$ cat config.mk
export PLATFORM = sky130hd
export DESIGN_NAME = sha256_engine
export DESIGN_NICKNAME = d
export VERILOG_FILES = /design/src/sv/sha256_pkg.sv /design/src/sv/sha256_ram.sv /design/src/sv/sha256_engine.sv
export SDC_FILE = /design/constraint.sdc
export NUM_CORES = 2
export LEC_CHECK = 0
export BUFFER_PORTS_ARGS = -buffer_cell sky130_fd_sc_hd__buf_2
export CORE_AREA = 2 2 500 304
export DETAILED_ROUTE_END_ITERATION = 16
export DIE_AREA = 0 0 502 306
export GPL_TIMING_DRIVEN = 0
export PLACE_DENSITY = 0.62
export SYNTH_ARGS = -nofsm -noshare
export SYNTH_HDL_FRONTEND = slang
export SYNTH_SLANG_ARGS = --single-unit
$ cat constraint.sdc
create_clock -name clk -period 52.5 [get_ports clk]
set_clock_uncertainty 0.05 [all_clocks]
set_input_delay 2.625 -clock clk [delete_from_list [all_inputs] [get_ports clk]]
set_output_delay 2.625 -clock clk [all_outputs]
set_load 0.02 [all_outputs]
$ cat src/sv/sha256_pkg.sv
// SHA-256 digest engine: shared constants, tables, types and round functions.
// No dependencies; imported by sha256_if, sha256_engine and sha256_message_digest.
package sha256_pkg;

  localparam int BYTE_W     = 8;
  localparam int WORD_W     = 32;
  localparam int WIDX_W     = 3;
  localparam int WIN_DEPTH  = 16;
  localparam int WIN_AW     = 4;
  localparam int HASH_DEPTH = 8;
  localparam int HASH_AW    = 3;
  localparam int RND_W      = 6;
  localparam int CNT_W      = 4;
  localparam int FILL_W     = 6;
  localparam int BITS_W     = 64;

  // Round constants
  localparam logic [WORD_W-1:0] K_TAB [0:63] = '{
    32'h428a2f98, 32'h71374491, 32'hb5c0fbcf, 32'he9b5dba5,
    32'h3956c25b, 32'h59f111f1, 32'h923f82a4, 32'hab1c5ed5,
    32'hd807aa98, 32'h12835b01, 32'h243185be, 32'h550c7dc3,
    32'h72be5d74, 32'h80deb1fe, 32'h9bdc06a7, 32'hc19bf174,
    32'he49b69c1, 32'hefbe4786, 32'h0fc19dc6, 32'h240ca1cc,
    32'h2de92c6f, 32'h4a7484aa, 32'h5cb0a9dc, 32'h76f988da,
    32'h983e5152, 32'ha831c66d, 32'hb00327c8, 32'hbf597fc7,
    32'hc6e00bf3, 32'hd5a79147, 32'h06ca6351, 32'h14292967,
    32'h27b70a85, 32'h2e1b2138, 32'h4d2c6dfc, 32'h53380d13,
    32'h650a7354, 32'h766a0abb, 32'h81c2c92e, 32'h92722c85,
    32'ha2bfe8a1, 32'ha81a664b, 32'hc24b8b70, 32'hc76c51a3,
    32'hd192e819, 32'hd6990624, 32'hf40e3585, 32'h106aa070,
    32'h19a4c116, 32'h1e376c08, 32'h2748774c, 32'h34b0bcb5,
    32'h391c0cb3, 32'h4ed8aa4a, 32'h5b9cca4f, 32'h682e6ff3,
    32'h748f82ee, 32'h78a5636f, 32'h84c87814, 32'h8cc70208,
    32'h90befffa, 32'ha4506ceb, 32'hbef9a3f7, 32'hc67178f2
  };

  // Initial hash value
  localparam logic [WORD_W-1:0] IV_TAB [0:HASH_DEPTH-1] = '{
    32'h6a09e667, 32'hbb67ae85, 32'h3c6ef372, 32'ha54ff53a,
    32'h510e527f, 32'h9b05688c, 32'h1f83d9ab, 32'h5be0cd19
  };

  // One word write into the block window
  typedef struct packed {
    logic              en;
    logic [WIN_AW-1:0] idx;
    logic [WORD_W-1:0] data;
  } win_wr_t;

  // Commands from the framing logic to the compression engine
  typedef struct packed {
    logic    start;
    logic    hash_clear;
    win_wr_t wr;
  } eng_cmd_t;

  function automatic logic [WORD_W-1:0] bsig0(input logic [WORD_W-1:0] x);
    bsig0 = {x[1:0], x[31:2]} ^ {x[12:0], x[31:13]} ^ {x[21:0], x[31:22]};
  endfunction

  function automatic logic [WORD_W-1:0] bsig1(input logic [WORD_W-1:0] x);
    bsig1 = {x[5:0], x[31:6]} ^ {x[10:0], x[31:11]} ^ {x[24:0], x[31:25]};
  endfunction

  function automatic logic [WORD_W-1:0] ssig0(input logic [WORD_W-1:0] x);
    ssig0 = {x[6:0], x[31:7]} ^ {x[17:0], x[31:18]} ^ {3'b000, x[31:3]};
  endfunction

  function automatic logic [WORD_W-1:0] ssig1(input logic [WORD_W-1:0] x);
    ssig1 = {x[16:0], x[31:17]} ^ {x[18:0], x[31:19]} ^ {10'b0, x[31:10]};
  endfunction

  function automatic logic [WORD_W-1:0] ch_f(input logic [WORD_W-1:0] e,
                                            input logic [WORD_W-1:0] f,
                                            input logic [WORD_W-1:0] g);
    ch_f = (e & f) ^ (~e & g);
  endfunction

  function automatic logic [WORD_W-1:0] maj_f(input logic [WORD_W-1:0] a,
                                             input logic [WORD_W-1:0] b,
                                             input logic [WORD_W-1:0] c);
    maj_f = (a & b) ^ (a & c) ^ (b & c);
  endfunction

endpackage

$ cat src/sv/sha256_ram.sv
// Generic synchronous RAM: one write port, two read ports, registered read data.
// No dependencies.
module sha256_ram #(
  parameter int WIDTH = 32,
  parameter int DEPTH = 16,
  localparam int AW = (DEPTH > 1) ? $clog2(DEPTH) : 1
) (
  input  logic             clk,
  input  logic             we,
  input  logic [AW-1:0]    waddr,
  input  logic [WIDTH-1:0] wdata,
  input  logic [AW-1:0]    raddr_a,
  input  logic [AW-1:0]    raddr_b,
  output logic [WIDTH-1:0] rdata_a,
  output logic [WIDTH-1:0] rdata_b
);

  logic [WIDTH-1:0] mem [DEPTH];

  always_ff @(posedge clk) begin
    if (we) begin
      mem[waddr] <= wdata;
    end
    rdata_a <= mem[raddr_a];
    rdata_b <= mem[raddr_b];
  end

endmodule

$ cat src/sv/sha256_engine.sv
// SHA-256 compression engine: block window memory, hash memory, working variables
// and the round sequencer. Depends on sha256_pkg and sha256_ram.
module sha256_engine import sha256_pkg::*; (
  input  logic                clk,
  input  logic                rst_n,
  input  eng_cmd_t            cmd,
  input  logic [HASH_AW-1:0]  hash_rd_idx,
  output logic                done,
  output logic [WORD_W-1:0]   hash_q
);

  localparam logic [1:0] E_IDLE  = 2'd0;
  localparam logic [1:0] E_LOAD  = 2'd1;
  localparam logic [1:0] E_ROUND = 2'd2;
  localparam logic [1:0] E_FIN   = 2'd3;

  localparam logic [CNT_W-1:0] CNT_LAST = CNT_W'(HASH_DEPTH);
  localparam logic [RND_W-1:0] RND_LAST = RND_W'(63);

  logic [1:0]         st_r, st_nxt;
  logic [CNT_W-1:0]   cnt_r, cnt_nxt;
  logic [RND_W-1:0]   rnd_r, rnd_nxt;
  logic               ph_r, ph_nxt;
  logic [WORD_W-1:0]  v_r [HASH_DEPTH];
  logic [WORD_W-1:0]  v_nxt [HASH_DEPTH];
  logic [WORD_W-1:0]  w_r, w_nxt;
  logic [WORD_W-1:0]  w9_r, w9_nxt;
  logic [WORD_W-1:0]  w14_r, w14_nxt;

  // window memory ports
  logic               win_we;
  logic [WIN_AW-1:0]  win_wa, win_ra_a, win_ra_b;
  logic [WORD_W-1:0]  win_wd, win_qa, win_qb;

  // hash memory ports
  logic                  hash_we;
  logic [HASH_AW-1:0]    hash_wa, hash_ra_a;
  logic [WORD_W-1:0]     hash_wd, hash_qa, hash_qb, hash_a;
  logic [HASH_DEPTH-1:0] hvalid_r;
  logic                  ha_vld_r, hb_vld_r;
  logic [HASH_AW-1:0]    ha_idx_r, hb_idx_r;

  logic [WIN_AW-1:0]  slot;
  logic [WORD_W-1:0]  w_sched, t1, t2;
  logic [HASH_AW-1:0] cnt_m1;

  sha256_ram #(.WIDTH(WORD_W), .DEPTH(WIN_DEPTH)) u_win_ram (
    .clk     (clk),
    .we      (win_we),
    .waddr   (win_wa),
    .wdata   (win_wd),
    .raddr_a (win_ra_a),
    .raddr_b (win_ra_b),
    .rdata_a (win_qa),
    .rdata_b (win_qb)
  );

  sha256_ram #(.WIDTH(WORD_W), .DEPTH(HASH_DEPTH)) u_hash_ram (
    .clk     (clk),
    .we      (hash_we),
    .waddr   (hash_wa),
    .wdata   (hash_wd),
    .raddr_a (hash_ra_a),
    .raddr_b (hash_rd_idx),
    .rdata_a (hash_qa),
    .rdata_b (hash_qb)
  );

  // unwritten hash entries read as the initial hash value
  assign hash_a = ha_vld_r ? hash_qa : IV_TAB[ha_idx_r];
  assign hash_q = hb_vld_r ? hash_qb : IV_TAB[hb_idx_r];

  assign slot   = rnd_r[WIN_AW-1:0];
  assign cnt_m1 = HASH_AW'(cnt_r - CNT_W'(1));

  // schedule word: taps t-16 and t-15 from memory, t-7 and t-2 held from the prior read
  assign w_sched = (rnd_r[RND_W-1:WIN_AW] == '0) ? win_qa :
                   ssig1(w14_r) + w9_r + ssig0(win_qb) + win_qa;

  // round arithmetic
  assign t1 = v_r[7] + bsig1(v_r[4]) + ch_f(v_r[4], v_r[5], v_r[6]) + K_TAB[rnd_r] + w_r;
  assign t2 = bsig0(v_r[0]) + maj_f(v_r[0], v_r[1], v_r[2]);

  // sequencer
  always_comb begin
    st_nxt    = st_r;
    cnt_nxt   = cnt_r;
    rnd_nxt   = rnd_r;
    ph_nxt    = ph_r;
    v_nxt     = v_r;
    w_nxt     = w_r;
    w9_nxt    = w9_r;
    w14_nxt   = w14_r;
    win_we    = cmd.wr.en;
    win_wa    = cmd.wr.idx;
    win_wd    = cmd.wr.data;
    win_ra_a  = slot;
    win_ra_b  = slot + WIN_AW'(1);
    hash_we   = 1'b0;
    hash_wa   = cnt_m1;
    hash_wd   = hash_a + v_r[0];
    hash_ra_a = cnt_r[HASH_AW-1:0];
    done      = 1'b0;
    unique case (st_r)
      E_IDLE: begin
        if (cmd.start) begin
          st_nxt  = E_LOAD;
          cnt_nxt = '0;
        end
      end
      E_LOAD: begin
        // shift hash words in from the top so entry 0 lands in a
        if (cnt_r != '0) begin
          for (int i = 0; i < HASH_DEPTH - 1; i++) begin
            v_nxt[i] = v_r[i+1];
          end
          v_nxt[HASH_DEPTH-1] = hash_a;
        end
        if (cnt_r == CNT_LAST) begin
          st_nxt   = E_ROUND;
          rnd_nxt  = '0;
          ph_nxt   = 1'b0;
          win_ra_a = '0;
          win_ra_b = WIN_AW'(1);
        end else begin
          cnt_nxt = cnt_r + CNT_W'(1);
        end
      end
      E_ROUND: begin
        win_we = 1'b0;
        if (!ph_r) begin
          // phase 0: form W, write it back, fetch t-7 and t-2 taps of the next round
          w_nxt    = w_sched;
          win_we   = (rnd_r[RND_W-1:WIN_AW] != '0);
          win_wa   = slot;
          win_wd   = w_sched;
          win_ra_a = slot + WIN_AW'(10);
          win_ra_b = slot + WIN_AW'(15);
          ph_nxt   = 1'b1;
        end else begin
          // phase 1: round update, fetch t-16 and t-15 taps of the next round
          w9_nxt   = win_qa;
          w14_nxt  = win_qb;
          win_ra_a = slot + WIN_AW'(1);
          win_ra_b = slot + WIN_AW'(2);
          v_nxt[7] = v_r[6];
          v_nxt[6] = v_r[5];
          v_nxt[5] = v_r[4];
          v_nxt[4] = v_r[3] + t1;
          v_nxt[3] = v_r[2];
          v_nxt[2] = v_r[1];
          v_nxt[1] = v_r[0];
          v_nxt[0] = t1 + t2;
          ph_nxt   = 1'b0;
          if (rnd_r == RND_LAST) begin
            st_nxt  = E_FIN;
            cnt_nxt = '0;
          end else begin
            rnd_nxt = rnd_r + RND_W'(1);
          end
        end
      end
      E_FIN: begin
        // read-add-write of each hash word, variables rotate toward index 0
        if (cnt_r != '0) begin
          hash_we = 1'b1;
          for (int i = 0; i < HASH_DEPTH - 1; i++) begin
            v_nxt[i] = v_r[i+1];
          end
          v_nxt[HASH_DEPTH-1] = v_r[0];
        end
        if (cnt_r == CNT_LAST) begin
          done   = 1'b1;
          st_nxt = E_IDLE;
        end else begin
          cnt_nxt = cnt_r + CNT_W'(1);
        end
      end
      default: begin
        st_nxt = E_IDLE;
      end
    endcase
  end

  // control registers
  always_ff @(posedge clk) begin
    if (!rst_n) begin
      st_r     <= E_IDLE;
      cnt_r    <= '0;
      rnd_r    <= '0;
      ph_r     <= 1'b0;
      hvalid_r <= '0;
    end else begin
      st_r  <= st_nxt;
      cnt_r <= cnt_nxt;
      rnd_r <= rnd_nxt;
      ph_r  <= ph_nxt;
      if (cmd.hash_clear) begin
        hvalid_r <= '0;
      end else if (hash_we) begin
        hvalid_r[hash_wa] <= 1'b1;
      end
    end
  end

  // datapath registers
  always_ff @(posedge clk) begin
    v_r      <= v_nxt;
    w_r      <= w_nxt;
    w9_r     <= w9_nxt;
    w14_r    <= w14_nxt;
    ha_idx_r <= hash_ra_a;
    hb_idx_r <= hash_rd_idx;
    ha_vld_r <= hvalid_r[hash_ra_a];
    hb_vld_r <= hvalid_r[hash_rd_idx];
  end

endmodule

==> results.tsv <==
stage	metric	value	unit
finish	Final nets	7115	
worst_setup_path	crit-path max FO	13	
floorplan	initial cell density of the core	0.498	
global_route	antenna violations before repair	31	
floorplan	Core Area	149000	µm²
logic_synthesis	compound-cell area share of the yosys netlist	0.154	
logic_synthesis	register area share after synthesis	0.496	
drt	Final ANT Viol Nets	0	
drt	drt initial violations	10867	
sta	endpoints failing hold	0	
worst_setup_path	Worst EP required	52990	ps
sta	setup TNS	0	ps
worst_setup_path	Reg2Reg Setup Slack	38680	ps
logic_synthesis	synthesis-stage register bit count	1277	
worst_setup_path	WP data arrival	14310	ps
outcome	failing checks	max-capacitance violations, max-slew violations	
floorplan	I/O pin count	77	
logic_synthesis	post-synth top area share	0.454	
logic_synthesis	synthesized instance count	6398	
sta	relative slew slack	-0.126	
logic_synthesis	Post-Synth Simple-Gate Area	0.0856	
logic_synthesis	adder-cell share of the synthesized area	0.0853	
drt	1st-pass router iterations	7	
drt	vias post-DR	59471	
logic_synthesis	library cells used by synthesis	83	
finish	largest registers	u_win_ram.mem: 512 flops, u_hash_ram.mem: 256 flops, v_r: 256 flops	
drt	vias per cell	6.73	
worst_setup_path	CP max stage cell	o21ai_0	
cts	worst skew pair latency	820	ps
logic_synthesis	Avg Inst Size Synth	11.6	µm²
cts	total CTS buffers	131	
sta	Least-Margin Pin Slew	1690	ps
global_route	largest net degree at the start of global routing	65	
logic_synthesis	top cells by area, synth	edfxtp_1, mux4_2, fa_1	
hold_path	Worst Hold Depth	0	
finish	synthesis-to-layout area growth	11.7	%
cts	post-CTS sizing	0	
worst_setup_path	Bufs and invs on worst path	9	
finish	ratio of cells with drive above 1 in the final layout	0.112	
worst_setup_path	Worst setup SP type	flop	
flow_run	# Max-Cap Violations	11	
cts	Post-CTS Setup Inserts	0	
worst_setup_path	CP Capture Type	flop	
outcome	status	finished with violations	
sta	Tmin final	13820	ps
logic_synthesis	mux contribution to synthesized area	0.0901	
finish	max reg flops	512	
sta	unrepaired setup endpoints after global routing	false	
logic_synthesis	main combinational cell family by area after synthesis	compound AO/OA/AOI/OAI gates	
finish	Biggest register	u_win_ram.mem	
logic_synthesis	EDFF count, synth	1120	
cts	CTS tree	yes	
floorplan	Chip Width	502	µm
cts	Hold Buf Count CTS	0	
drt	Post-Route WL	315	mm
floorplan	die height	306	µm
cts	# H-tree levels	4	
logic_synthesis	Ys Warns	0	
cts	Root Buffer	clkbuf_16	
global_route	Congestion Overflow GR	0	
floorplan	FP Rows	110	
worst_setup_path	Critical Path Max Stage Delay	1100	ps
worst_setup_path	cell depth of the worst setup path	35	
sta	FMAX	72.4	MHz
worst_setup_path	Setup CP Type	reg -> reg	
global_route	gr usage total	0.404	
placed_design	Placer Congestion	1.04	
logic_synthesis	XOR/XNOR share of the synthesized area	0.0468	
hold_path	HP Class	reg -> reg	
worst_setup_path	cell family with most CP delay	compound AO/OA/AOI/OAI gates	
logic_synthesis	ys flop type	edfxtp_1	
cts	clock-pin slew on the worst setup and hold paths	70	ps
cts	Sink Count	1277	
sta	crit share post-route	0.263	
logic_synthesis	ys async rst share	0	
sta	final setup vio count	0	
sta	Slew Limit Fails	44	
global_route	first-pass GRT wire length	430	mm
drt	per-cell routed wire length	35.6	µm
logic_synthesis	Synth Net Count	6833	
logic_synthesis	Netlist Area Pre-Place	74100	µm²
drt	DRC Markers	0	
global_route	vias in the first global route	54448	
worst_setup_path	most used cell, CP	inv_1	
cts	Clock Tree Buf Depth	3	
worst_setup_path	R2R cell count	35	
logic_synthesis	area leader, netlist	edfxtp_1	
floorplan	full die area	154000	µm²
placed_design	I/O Buffers	76	
placed_design	Detail Placement HPWL	245	mm
## path summary, 6_finish.rpt
| kind | start | to |
|---|---|---|
| worst max-delay path | rnd_r[0] | v_r[255] |
| worst min-delay path | cnt_r[1] | ha_idx_r[1] |
| worst max register to register | rnd_r[0] | v_r[255] |
| worst min register to register | cnt_r[1] | ha_idx_r[1] |
## layer usage
metal,global-route usage,routed length (µm),vias to the layer above,share of wire
met5,0.0304,573,-,0.0018
met4,0.0689,5350,38,0.017
met3,0.267,66500,445,0.21
met2,0.447,106000,4877,0.34
met1,0.624,136000,29768,0.43
li1,-,-,24343,-
## layout make-up
| type | count | area (µm²) |
|---|---|---|
| Tap cell | 2016 | 2520 |
| Antenna cell | 39 | 97.6 |
| Inverter | 363 | 1370 |
| Buffer | 452 | 1780 |
| Fill cell | 12594 | 66000 |
| Sequential cell | 1277 | 36800 |
| Timing Repair Buffer | 149 | 1420 |
| Clock inverter | 67 | 846 |
| Clock buffer | 174 | 3530 |
| Multi-Input combinational cell | 4306 | 34500 |
## cell usage in the layout (no fill, tap or decap), types with 45 or more instances in the layout
| cell type | n |
|---|---|
| a211oi_1 | 280 |
| a21o_1 | 119 |
| a21oi_1 | 308 |
| a22o_1 | 175 |
| a311oi_1 | 100 |
| a31oi_1 | 127 |
| and2_1 | 80 |
| buf_1 | 45 |
| buf_2 | 127 |
| clkbuf_1 | 383 |
| clkbuf_16 | 133 |
| dfxtp_1 | 157 |
| edfxtp_1 | 1120 |
| fa_1 | 188 |
| ha_1 | 203 |
| inv_1 | 359 |
| mux2_2 | 121 |
| mux2i_1 | 147 |
| mux4_2 | 170 |
| nand2_1 | 745 |
| nand3_1 | 53 |
| nor2_1 | 198 |
| nor2b_1 | 154 |
| o21ai_0 | 285 |
| xnor2_1 | 259 |
| xor2_1 | 130 |
## metrics by stage
| step | hold WS, ps | util | std cells | instance area, µm² | setup WS, ps |
|---|---|---|---|---|---|
| after floorplan | 303 | - | 6398 | 74100 | 31880 |
| after global routing | 357 | 0.556 | 8831 | 82800 | 39100 |
| after CTS | 357 | 0.555 | 8801 | 82600 | 39980 |
| final | 331 | 0.556 | 8843 | 82800 | 38680 |
| after detailed placement | 356 | 0.526 | 8560 | 78200 | 40040 |
| after global placement | 357 | 0.518 | 8490 | 77000 | 20730 |
## cells by family after synthesis
family,after synthesis
buf+inv,815
flops,1277
simple gates,1411
fa+ha+maj,393
xor+xnor,394
mux,439
compound gates,1669
## cell usage after synthesis (100+ instances only)
master    count
a311oi_1    100
mux2_2      121
xnor2_1     262
ha_1        203
a21o_1      119
nor2b_1     154
a211oi_1    280
inv_1       360
o21ai_0     291
a22o_1      175
nand2_1     745
a21oi_1     312
dfxtp_1     157
nor2_1      219
edfxtp_1   1120
mux4_2      170
a31oi_1     132
clkbuf_1    354
mux2i_1     147
fa_1        188
xor2_1      131
Power is not shown: default switching activity piles up to over one toggle a cycle in this logic, so the estimate is an artifact.
